<file path="config.mk">
export PLATFORM = sky130hd
export DESIGN_NAME = oldest_timestamp_source_tracker
export DESIGN_NICKNAME = d
export VERILOG_FILES = /design/src/hdl/ots_pkg.sv /design/src/hdl/ots_min_unit.sv /design/src/hdl/oldest_timestamp_source_tracker.sv
export SDC_FILE = /design/constraint.sdc
export NUM_CORES = 1
export LEC_CHECK = 0
export BUFFER_PORTS_ARGS = -buffer_cell sky130_fd_sc_hd__buf_2
export CAP_MARGIN = 0
export CORE_MARGIN = 1.5
export CORE_UTILIZATION = 50
export CTS_CLUSTER_DIAMETER = 50
export DETAILED_ROUTE_END_ITERATION = 16
export PLACE_DENSITY = 0.66
export SYNTH_ARGS = -nofsm -noshare
export SYNTH_HDL_FRONTEND = slang
export SYNTH_HIERARCHICAL = 1
export SYNTH_SLANG_ARGS = --single-unit
</file>
<file path="constraint.sdc">
create_clock -name clk -period 14.9 [get_ports clk]
set_input_delay 2.98 -clock clk [delete_from_list [all_inputs] [get_ports clk]]
set_output_delay 2.98 -clock clk [all_outputs]
set_load 0.005 [all_outputs]
</file>
<file path="src/hdl/ots_pkg.sv">
// Shared constants and types for the oldest-timestamp source tracker.
package ots_pkg;

  localparam int ENTRIES   = 16;
  localparam int KEY_BITS  = 8;
  localparam int TIME_BITS = 48;
  localparam int IDX_BITS  = $clog2(ENTRIES);

  localparam logic MODE_SET    = 1'b0;
  localparam logic MODE_REMOVE = 1'b1;

  localparam logic STATUS_OK   = 1'b0;
  localparam logic STATUS_FULL = 1'b1;

  typedef enum logic [1:0] {
    ST_IDLE,
    ST_SCAN,
    ST_DONE
  } ots_state_t;

  // Control from the sequencer to the shared min-search unit.
  typedef struct packed {
    logic start;       // first candidate of a scan: forget the previous best
    logic en;          // a candidate is presented this cycle
    logic cand_valid;  // the presented slot holds a source
  } ots_scan_ctl_t;

endpackage

</file>
<file path="src/hdl/ots_min_unit.sv">
// Shared compare unit: tracks the smallest timestamp over a slot scan.
module ots_min_unit
  import ots_pkg::*;
(
  input  logic                 clk,
  input  logic                 rst_n,
  input  ots_scan_ctl_t        ctl,
  input  logic [KEY_BITS-1:0]  cand_key,
  input  logic [TIME_BITS-1:0] cand_time,
  output logic                 best_found,
  output logic [KEY_BITS-1:0]  best_key,
  output logic [TIME_BITS-1:0] best_time
);

  logic                 found_r, found_nxt;
  logic [KEY_BITS-1:0]  key_r, key_nxt;
  logic [TIME_BITS-1:0] time_r, time_nxt;
  logic                 have_best;
  logic                 take;

  // strict less-than keeps the lowest slot among equal timestamps
  assign have_best = found_r && !ctl.start;
  assign take      = ctl.en && ctl.cand_valid && (!have_best || (cand_time < time_r));

  always_comb begin
    found_nxt = found_r;
    key_nxt   = key_r;
    time_nxt  = time_r;
    if (ctl.en) begin
      found_nxt = have_best || ctl.cand_valid;
    end
    if (take) begin
      key_nxt  = cand_key;
      time_nxt = cand_time;
    end
  end

  always_ff @(posedge clk) begin
    if (!rst_n) begin
      found_r <= 1'b0;
    end else begin
      found_r <= found_nxt;
    end
  end

  always_ff @(posedge clk) begin
    key_r  <= key_nxt;
    time_r <= time_nxt;
  end

  assign best_found = found_r;
  assign best_key   = key_r;
  assign best_time  = time_r;

endmodule

</file>
<file path="src/hdl/oldest_timestamp_source_tracker.sv">
// Top level of the oldest-timestamp source tracker.
//
// Keeps ENTRIES source slots, each a key and a timestamp. An accepted beat sets,
// updates or removes one source; the key lookup and the slot write happen at
// the accepting edge. One timestamp comparator then walks the slots, one per
// cycle, to find the oldest source (lowest slot wins ties), and the result is
// loaded into the output register. in_stall is low only in the idle state, so
// the input is held off through the scan and until the result is loaded. A
// finished result waits in the output register, so the next beat can be taken
// while it is stalled. An insert into a full table is dropped with status 1.
module oldest_timestamp_source_tracker
  import ots_pkg::*;
(
  input  logic                 clk,
  input  logic                 rst_n,
  input  logic                 in_valid,
  output logic                 in_stall,
  input  logic                 in_mode,
  input  logic [KEY_BITS-1:0]  in_source_id,
  input  logic [TIME_BITS-1:0] in_new_timestamp,
  output logic                 out_valid,
  input  logic                 out_stall,
  output logic                 out_changed,
  output logic                 out_active_present,
  output logic [KEY_BITS-1:0]  out_oldest_src,
  output logic [TIME_BITS-1:0] out_active_time,
  output logic                 out_status
);

  localparam logic [IDX_BITS-1:0] LAST_IDX = IDX_BITS'(ENTRIES - 1);

  ots_state_t state_r, state_nxt;

  logic [ENTRIES-1:0]   slot_valid_r;
  logic [KEY_BITS-1:0]  slot_key_r  [ENTRIES];
  logic [TIME_BITS-1:0] slot_time_r [ENTRIES];

  logic [IDX_BITS-1:0]  cnt_r, cnt_nxt;
  logic                 status_r;
  logic                 active_valid_r;
  logic [KEY_BITS-1:0]  active_key_r;
  logic                 out_valid_r;

  logic                 accept;
  logic                 load_out;
  ots_scan_ctl_t        scan_ctl;

  logic                 hit;
  logic [IDX_BITS-1:0]  hit_idx;
  logic                 has_free;
  logic [IDX_BITS-1:0]  free_idx;

  logic                 best_found;
  logic [KEY_BITS-1:0]  best_key;
  logic [TIME_BITS-1:0] best_time;
  logic                 changed;

  assign accept = in_valid && !in_stall;

  // parallel key match and free-slot search, lowest slot first
  always_comb begin
    hit      = 1'b0;
    hit_idx  = '0;
    has_free = 1'b0;
    free_idx = '0;
    for (int i = ENTRIES - 1; i >= 0; i--) begin
      if (slot_valid_r[i] && (slot_key_r[i] == in_source_id)) begin
        hit     = 1'b1;
        hit_idx = IDX_BITS'(i);
      end
      if (!slot_valid_r[i]) begin
        has_free = 1'b1;
        free_idx = IDX_BITS'(i);
      end
    end
  end

  // next state
  always_comb begin
    state_nxt = state_r;
    unique case (state_r)
      ST_IDLE: if (accept)              state_nxt = ST_SCAN;
      ST_SCAN: if (cnt_r == LAST_IDX)   state_nxt = ST_DONE;
      ST_DONE: if (load_out)            state_nxt = ST_IDLE;
      default:                          state_nxt = ST_IDLE;
    endcase
  end

  // sequencer outputs
  always_comb begin
    in_stall            = 1'b1;
    load_out            = 1'b0;
    scan_ctl.start      = 1'b0;
    scan_ctl.en         = 1'b0;
    scan_ctl.cand_valid = slot_valid_r[cnt_r];
    cnt_nxt             = cnt_r;
    unique case (state_r)
      ST_IDLE: begin
        in_stall = 1'b0;
        cnt_nxt  = '0;
      end
      ST_SCAN: begin
        scan_ctl.en    = 1'b1;
        scan_ctl.start = (cnt_r == '0);
        cnt_nxt        = cnt_r + 1'b1;
      end
      ST_DONE: begin
        load_out = !out_valid_r || !out_stall;
      end
      default: ;
    endcase
  end

  ots_min_unit u_min (
    .clk        (clk),
    .rst_n      (rst_n),
    .ctl        (scan_ctl),
    .cand_key   (slot_key_r[cnt_r]),
    .cand_time  (slot_time_r[cnt_r]),
    .best_found (best_found),
    .best_key   (best_key),
    .best_time  (best_time)
  );

  assign changed = (best_found != active_valid_r) ||
                   (best_found && (best_key != active_key_r));

  always_ff @(posedge clk) begin
    if (!rst_n) begin
      state_r        <= ST_IDLE;
      cnt_r          <= '0;
      slot_valid_r   <= '0;
      active_valid_r <= 1'b0;
      active_key_r   <= '0;
      out_valid_r    <= 1'b0;
    end else begin
      state_r <= state_nxt;
      cnt_r   <= cnt_nxt;
      if (accept) begin
        if (in_mode == MODE_SET) begin
          if (!hit && has_free) begin
            slot_valid_r[free_idx] <= 1'b1;
          end
        end else if (hit) begin
          slot_valid_r[hit_idx] <= 1'b0;
        end
      end
      if (load_out) begin
        active_valid_r <= best_found;
        active_key_r   <= best_found ? best_key : '0;
        out_valid_r    <= 1'b1;
      end else if (!out_stall) begin
        out_valid_r <= 1'b0;
      end
    end
  end

  // payload registers
  always_ff @(posedge clk) begin
    if (accept) begin
      status_r <= STATUS_OK;
      if (in_mode == MODE_SET) begin
        if (hit) begin
          slot_time_r[hit_idx] <= in_new_timestamp;
        end else if (has_free) begin
          slot_key_r[free_idx]  <= in_source_id;
          slot_time_r[free_idx] <= in_new_timestamp;
        end else begin
          status_r <= STATUS_FULL;
        end
      end
    end
    if (load_out) begin
      out_changed        <= changed;
      out_active_present <= best_found;
      out_oldest_src     <= best_found ? best_key : '0;
      out_active_time    <= best_found ? best_time : '0;
      out_status         <= status_r;
    end
  end

  assign out_valid = out_valid_r;

endmodule

</file>
After elaboration in Yosys (flattened, before gate mapping)

Memory sizes are Yosys's and may differ from the RTL's. A register that Yosys moved wholly into a read port is not among the register bits.
Cells that the tools add are included.

Logic and storage cells: 192
Memories kept: 2
Input port bits: 61
Output and inout bits: 61
Memory bits (writable): 896
Bits in registers: 141

Magnitude comparators: 6
Add/sub/neg operators: 1
Bitwise gates (word level): 3
Muxes and demuxes: 99
Eq/ne operators: 26
Reduce and logical (&&, ||, !) cells: 41

Memories:

| name        | depth | bits a word | rd ports | clocked after memory_dff | write ports | RTL line                              | text |
|---|---|---|---|---|---|---|---|
| slot_time_r | 16    | 48          | 1        | 1                        | 1           | oldest_timestamp_source_tracker.sv:36 | `logic [TIME_BITS-1:0] slot_time_r [ENTRIES];` |
| slot_key_r  | 16    | 8           | 17       | 1                        | 1           | oldest_timestamp_source_tracker.sv:35 | `logic [KEY_BITS-1:0] slot_key_r [ENTRIES];` |

Operators by type and width:

| operator                                             | number |
|---|---|
| 2-to-1 mux 4 bit                                     | 35 |
| equality test 8 bit                                  | 16 |
| 2-to-1 mux 1 bit                                     | 50 |
| < comparator 48 bit                                  | 1 |
| 2-to-1 mux 16 bit                                    | 3 |
| 2-to-1 mux 48 bit                                    | 1 |
| OR reduction 48 bit                                  | 1 |
| logical AND 1 bit                                    | 24 |
| AND 16 bit                                           | 1 |
| inverter 16 bit                                      | 1 |
| bitwise OR 16 bit                                    | 1 |
| < comparator 4 x 5 -> 1 bit (second input constant)  | 3 |
| demux 1 bit (select 4 bit)                           | 2 |
| >= comparator 4 x 1 -> 1 bit (second input constant) | 2 |
| 2-to-1 mux 2 bit                                     | 4 |
| 2-to-1 mux 8 bit                                     | 1 |
| inequality test 8 bit                                | 1 |
| one-hot mux 4 bit (2 select lines)                   | 1 |
| inequality test 2 bit (second input constant)        | 3 |
| one-hot mux 2 bit (3 select lines)                   | 1 |
| AND reduction 3 bit                                  | 2 |
| logical NOT 1 bit                                    | 5 |
| adder 4 x 1 -> 4 bit (second input constant)         | 1 |
| binary-select mux 1 bit (select 4 bit)               | 1 |
| 10 further kinds                                     | 15 |

Depth between registers and ports, before layout

Word-level depth: 26
Mapped depth: 12
Depth with buffers taken out: 9

By module

The synthesis kept the hierarchy.

Modules (own cells, without submodules):

| module                          | area each (sq um) | cells each | seq. area each (sq um) | instances |
|---|---|---|---|---|
| oldest_timestamp_source_tracker | 39,805.7          | 1,894      | 29,428.2               | 1 |
| ots_min_unit                    | 2,916.5           | 234        | 1,701.6                | 1 |

Least setup slack after synthesis

Ideal clock, no wire load.

Kind: input-to-reg
From: input in_source_id[4]
To: memory slot_time_r[0][0], enable pin
Required time: 14,387 ps
Arrival: 8,007 ps
Stages: 11
Slack: 6,380 ps
Path through: buf_6 > buf_12 > xnor2_2 > nand3_2 > nor4_4 > nor2_1 > o21ai_0 > a31oi_1 > or3_1 > buf_2 > nor3_1

Cells in the longest elaborated chain, start to end: 24
Elaborated cells between the ends (all ways): 75
Classes of those cells: eq/ne (16); mux (42); reduce/logical (17)

RTL lines:

| item                                                                  | RTL line                               | text |
|---|---|---|
| from (decl)                                                           | oldest_timestamp_source_tracker.sv:19  | `input logic [KEY_BITS-1:0] in_source_id,` |
| equality test 8 bit                                                   | oldest_timestamp_source_tracker.sv:67  | `if (slot_valid_r[i] && (slot_key_r[i] == in_source_id)) begin` |
| logical AND 1 bit                                                     | oldest_timestamp_source_tracker.sv:67  |  |
| 2-to-1 mux 1 bit (16 in series)                                       | oldest_timestamp_source_tracker.sv:67  |  |
| 2-to-1 mux 1 bit                                                      | oldest_timestamp_source_tracker.sv:163 | `if (hit) begin` |
| 2-to-1 mux 1 bit                                                      | oldest_timestamp_source_tracker.sv:162 | `if (in_mode == MODE_SET) begin` |
| 2-to-1 mux 1 bit                                                      | oldest_timestamp_source_tracker.sv:160 | `if (accept) begin` |
| 2-to-1 mux 1 bit (implied by the code)                                | oldest_timestamp_source_tracker.sv:167 | `slot_time_r[free_idx] <= in_new_timestamp;` |
| OR reduction 48 bit (no line)                                         | -                                      |  |
| 2-to-1 mux 4 bit (no line) / 2-to-1 mux 1 bit (equally long branches) | -                                      |  |
| to (decl)                                                             | oldest_timestamp_source_tracker.sv:36  |  |

Parallel ways exist; a longest one is shown, timed or not.

==> impl_summary.md <==
Critical path
The most critical setup path has its endpoint at u_min/best_time[39]$_DFFE_PP_. Data on the critical path arrives at its endpoint at 6810 ps. The kind of end point of the critical path is a register. The setup check on the worst reg-to-reg path leaves a slack of 8350 ps.

The maximum fanout along the worst path is 120. The critical path is of the register to register type. The critical path data required time is 15,160 ps. The startpoint type of the worst setup path is a register. The cell count of the worst reg-to-reg path is 11. The endpoint of the lowest-slack register-to-register path is u_min/best_time[39]$_DFFE_PP_.

Synthesis
After synthesis, the cell types taking the most area are edfxtp_1, mux4_2, xnor2_1. The register bit total from synthesis is 1,049. Summing the sequential cell areas from Yosys gives 72.9% of the chip area. The average instance area after synthesis is 20.1 µm².

The most common flop cell mapped by yosys is edfxtp_1. The number of synthesized flops with an enable pin is 1,012. The net count after synthesis is 2,238.

Synthesis instantiated 66 different standard cells from the library. The synthesized design spends more area on one cell type than any other, namely edfxtp_1. The total of warnings raised by yosys is 6.

Of all flip-flops after synthesis, the portion carrying an async set or reset was 0%. Synthesis handed over a netlist of 2,128 instances. The cell area that synthesis handed to floorplanning was 42,700 µm².

The share of the synthesized area in the top cell type is 71.1%.

Min path
The classification of the worst-slack hold path is register to register.

STA
The final-report hold violation count is 0. The post-route setup TNS is 0 ps. The final critical-path required period is 6550 ps.

The relative slew slack is 15.5%. Setup violations remaining at the end of the flow were counted as 0. The setup slack of the critical path after layout is 8350 ps.

Setup repair after global routing left no endpoint under its margin. The maximum achievable frequency is 153 MHz. The fraction of the cycle the final worst path needs is 44.0%. For the pin with the worst max-slew slack, the measured transition is 1250 ps. Final hold analysis gives a worst-case slack of 471 ps. The count of final max-slew check failures came to 0. On the final layout, the worst clock skew is 57.1 ps.

Placement
The global placer's final weighted congestion is 0.868. OpenSTA, run right after detailed placement, puts the worst setup slack at 7710 ps. The total of buffers placed on input and output ports is 121. After legalization and detailed placement, the total HPWL measured 54,500 µm. In this run, placement finished with an instance count of 3,338.

Route
The number of iterations in the first detailed-routing pass is 5. The count of nets left with antenna violations after detail routing is 0. The aggregate routed wire length is 94,600 µm.

The via density per instance is 5.93. The final route contains 20,960 vias. The detail-routed net length per standard cell is 26.8 µm.

The post-detailed-route DRC marker count is 0. The initial detailed-routing violation count is 1,694.

Clock tree
The number of hold buffers added after CTS was 0. The post-CTS resize count is 0. The number of H-tree branching levels is 3. The insertion delay of the later-clocked pin in the worst-skew pair is 690 ps.

TritonCTS built the clock tree. In this run the post-CTS setup repair buffer count came out at 0. The clock tree root buffer cell is clkbuf_16. The deepest clock path buffer count is 3.

Clock-pin slew was measured on the worst setup and hold paths at 60 ps. The number of CTS-inserted buffers is 108. The sink count of the clock tree is 1,049.

Floorplanning
The floorplan step defined a die boundary enclosing 87,200 µm². After floorplanning, the core was divided into 107 placement rows. The core box area is 84,900 µm². The width of the die is 295 µm.

For this configuration, the core starts out at a cell density of 50.3%. The vertical die dimension is 295 µm. The count of pins on the block boundary is 122.

Global routing
The maximum number of pins on one net before global-route repair is 121. Summed over all layers, the global routing overflow is 0. The total routing usage reported by global routing is 22.1%. The number of global-route vias before repair is 21,479. The global-route wire length before repair is 140,000 µm.

The initial antenna violation count is 11.

Finish
The layout has 6,382 filler cells. The sequential standard cell area is 31,100 µm². The share of post-route cells with drive strength above 1 is 27.0%. Summing all multi-input logic gate instances after layout gives 10,900 µm². The count of cells in the finished layout, fillers not included, comes to 3,536.

The final layout contains 2,414 nets. Compared with the post-synthesis result, the final layout area differs by 12.6%.

Power and ir drop
For this design the ratio of total power to cell area is 126 nW/µm². The analysis attributes to cell leakage a power of 15.1 nW. IR analysis of the VDD net gives a maximum drop of 0.0000962 V.

Flow run
The count of maximum capacitance violations is 0.

Outcome
The flow ran to the end, and the final reports show no timing, DRC or antenna violations.
placed cells by master, fill, tap and decap left out, types with 41 or more instances in the layout:
| cell type | count |
|---|---|
| inv_1 | 56 |
| xnor2_1 | 128 |
| and2_1 | 58 |
| clkbuf_16 | 109 |
| nand2_1 | 72 |
| nor2_1 | 41 |
| edfxtp_1 | 1012 |
| buf_2 | 121 |
| ha_1 | 49 |
| mux4_2 | 285 |
layer usage:
metal | track usage [%] | vias up | wire length (µm)
met2 | 35.3 | 673 | 45900
li1 | - | 9048 | -
met5 | 0 | - | 74
met4 | 5.30 | 12 | 1650
met1 | 31.5 | 11098 | 40600
met3 | 4.41 | 129 | 6340
critical path: stages (launching register included):
cell,delay (ps)
dfxtp_4,810
buf_12,580
buf_4,960
mux4_2,430
mux4_2,500
ha_1,320
a21oi_1,140
o21ai_1,180
a2111oi_0,570
o211ai_1,220
nor2_1,200
o211a_4,890
registers in the layout, indices dropped and copies added (netlist names), named ones only:
name and cells:
active_key_r 8, active_valid_r 1, cnt_r 4, out_active_present 1
out_active_time 48, out_changed 1, out_oldest_src 8, out_status 1
out_valid 1, slot_key_r 128, slot_time_r 768, slot_valid_r 16
state_r 2, status_r 1, u_min/best_found 1, u_min/best_key 8
u_min/best_time 48
per-stage QoR:
stage | cell area [µm²] | total power, mW | util [%]
global placement | 44700 | 3.54 | 52.6
detailed placement | 44700 | 3.55 | 52.6
global route | 48100 | 6.25 | 56.7
CTS | 48100 | 6.11 | 56.7
floorplan | 42700 | 3.47 | -
finish | 48100 | 6.06 | 56.7
cells in the mapped netlist, types with 3 or more instances:
cell,instances
buf_1,27
dfxtp_1,37
buf_6,8
o21ai_0,23
nor2b_1,9
o211a_1,4
inv_1,56
or3_1,6
nand2_1,72
nand3_1,30
o21ai_1,4
nor3_1,36
nor2_1,41
ha_1,49
clkbuf_1,46
nor4_1,17
and3_1,5
o22ai_1,3
a211oi_1,5
o31a_1,4
buf_8,3
or2_2,4
a21oi_1,37
xnor2_1,128
o211ai_1,6
mux4_2,285
a31oi_1,14
nand4_1,32
xor2_1,5
edfxtp_1,1012
xnor2_2,3
and2_1,58
buf_2,8
buf_12,5
where the power goes:
part           switching (mW)  internal (mW)
Combinational           0.135         0.0952
Sequential             0.0102           3.25
Clock                    1.12           1.45
cell type report:
type | instances | share of cell area (%)
sequential | 1049 | 64.7
timing repair buffer | 163 | 1.97
antenna | 2 | 0.0104
clock buffer | 136 | 5.92
tap | 1144 | 2.98
clock inverter | 60 | 1.17
inverter | 58 | 0.455
multi-input combinational | 924 | 22.7
kinds of logic after synthesis:
logic type	synth area share (%)
AO/OA/AOI/OAI	1.88
adder cells (fa/ha/maj)	1.44
XOR/XNOR	2.88
multiplexers	15.0
flip-flops	72.9
AND/OR/NAND/NOR	4.12
buffers and inverters	1.80
worst min path at each step:
stage	start	end	slack [ps]	cells past startpoint
global placement	status_r$_SDFFCE_PP0P_	out_status$_DFFE_PP_	450	0
CTS	status_r$_SDFFCE_PP0P_	out_status$_DFFE_PP_	470	0
global route	status_r$_SDFFCE_PP0P_	out_status$_DFFE_PP_	470	0
detailed placement	status_r$_SDFFCE_PP0P_	out_status$_DFFE_PP_	450	0
floorplan	status_r$_SDFFCE_PP0P_	out_status$_DFFE_PP_	400	0
finish	active_key_r[3]$_SDFFE_PN0P_	active_key_r[3]$_SDFFE_PN0P_	470	2
Power figures use the tool's default switching activity.
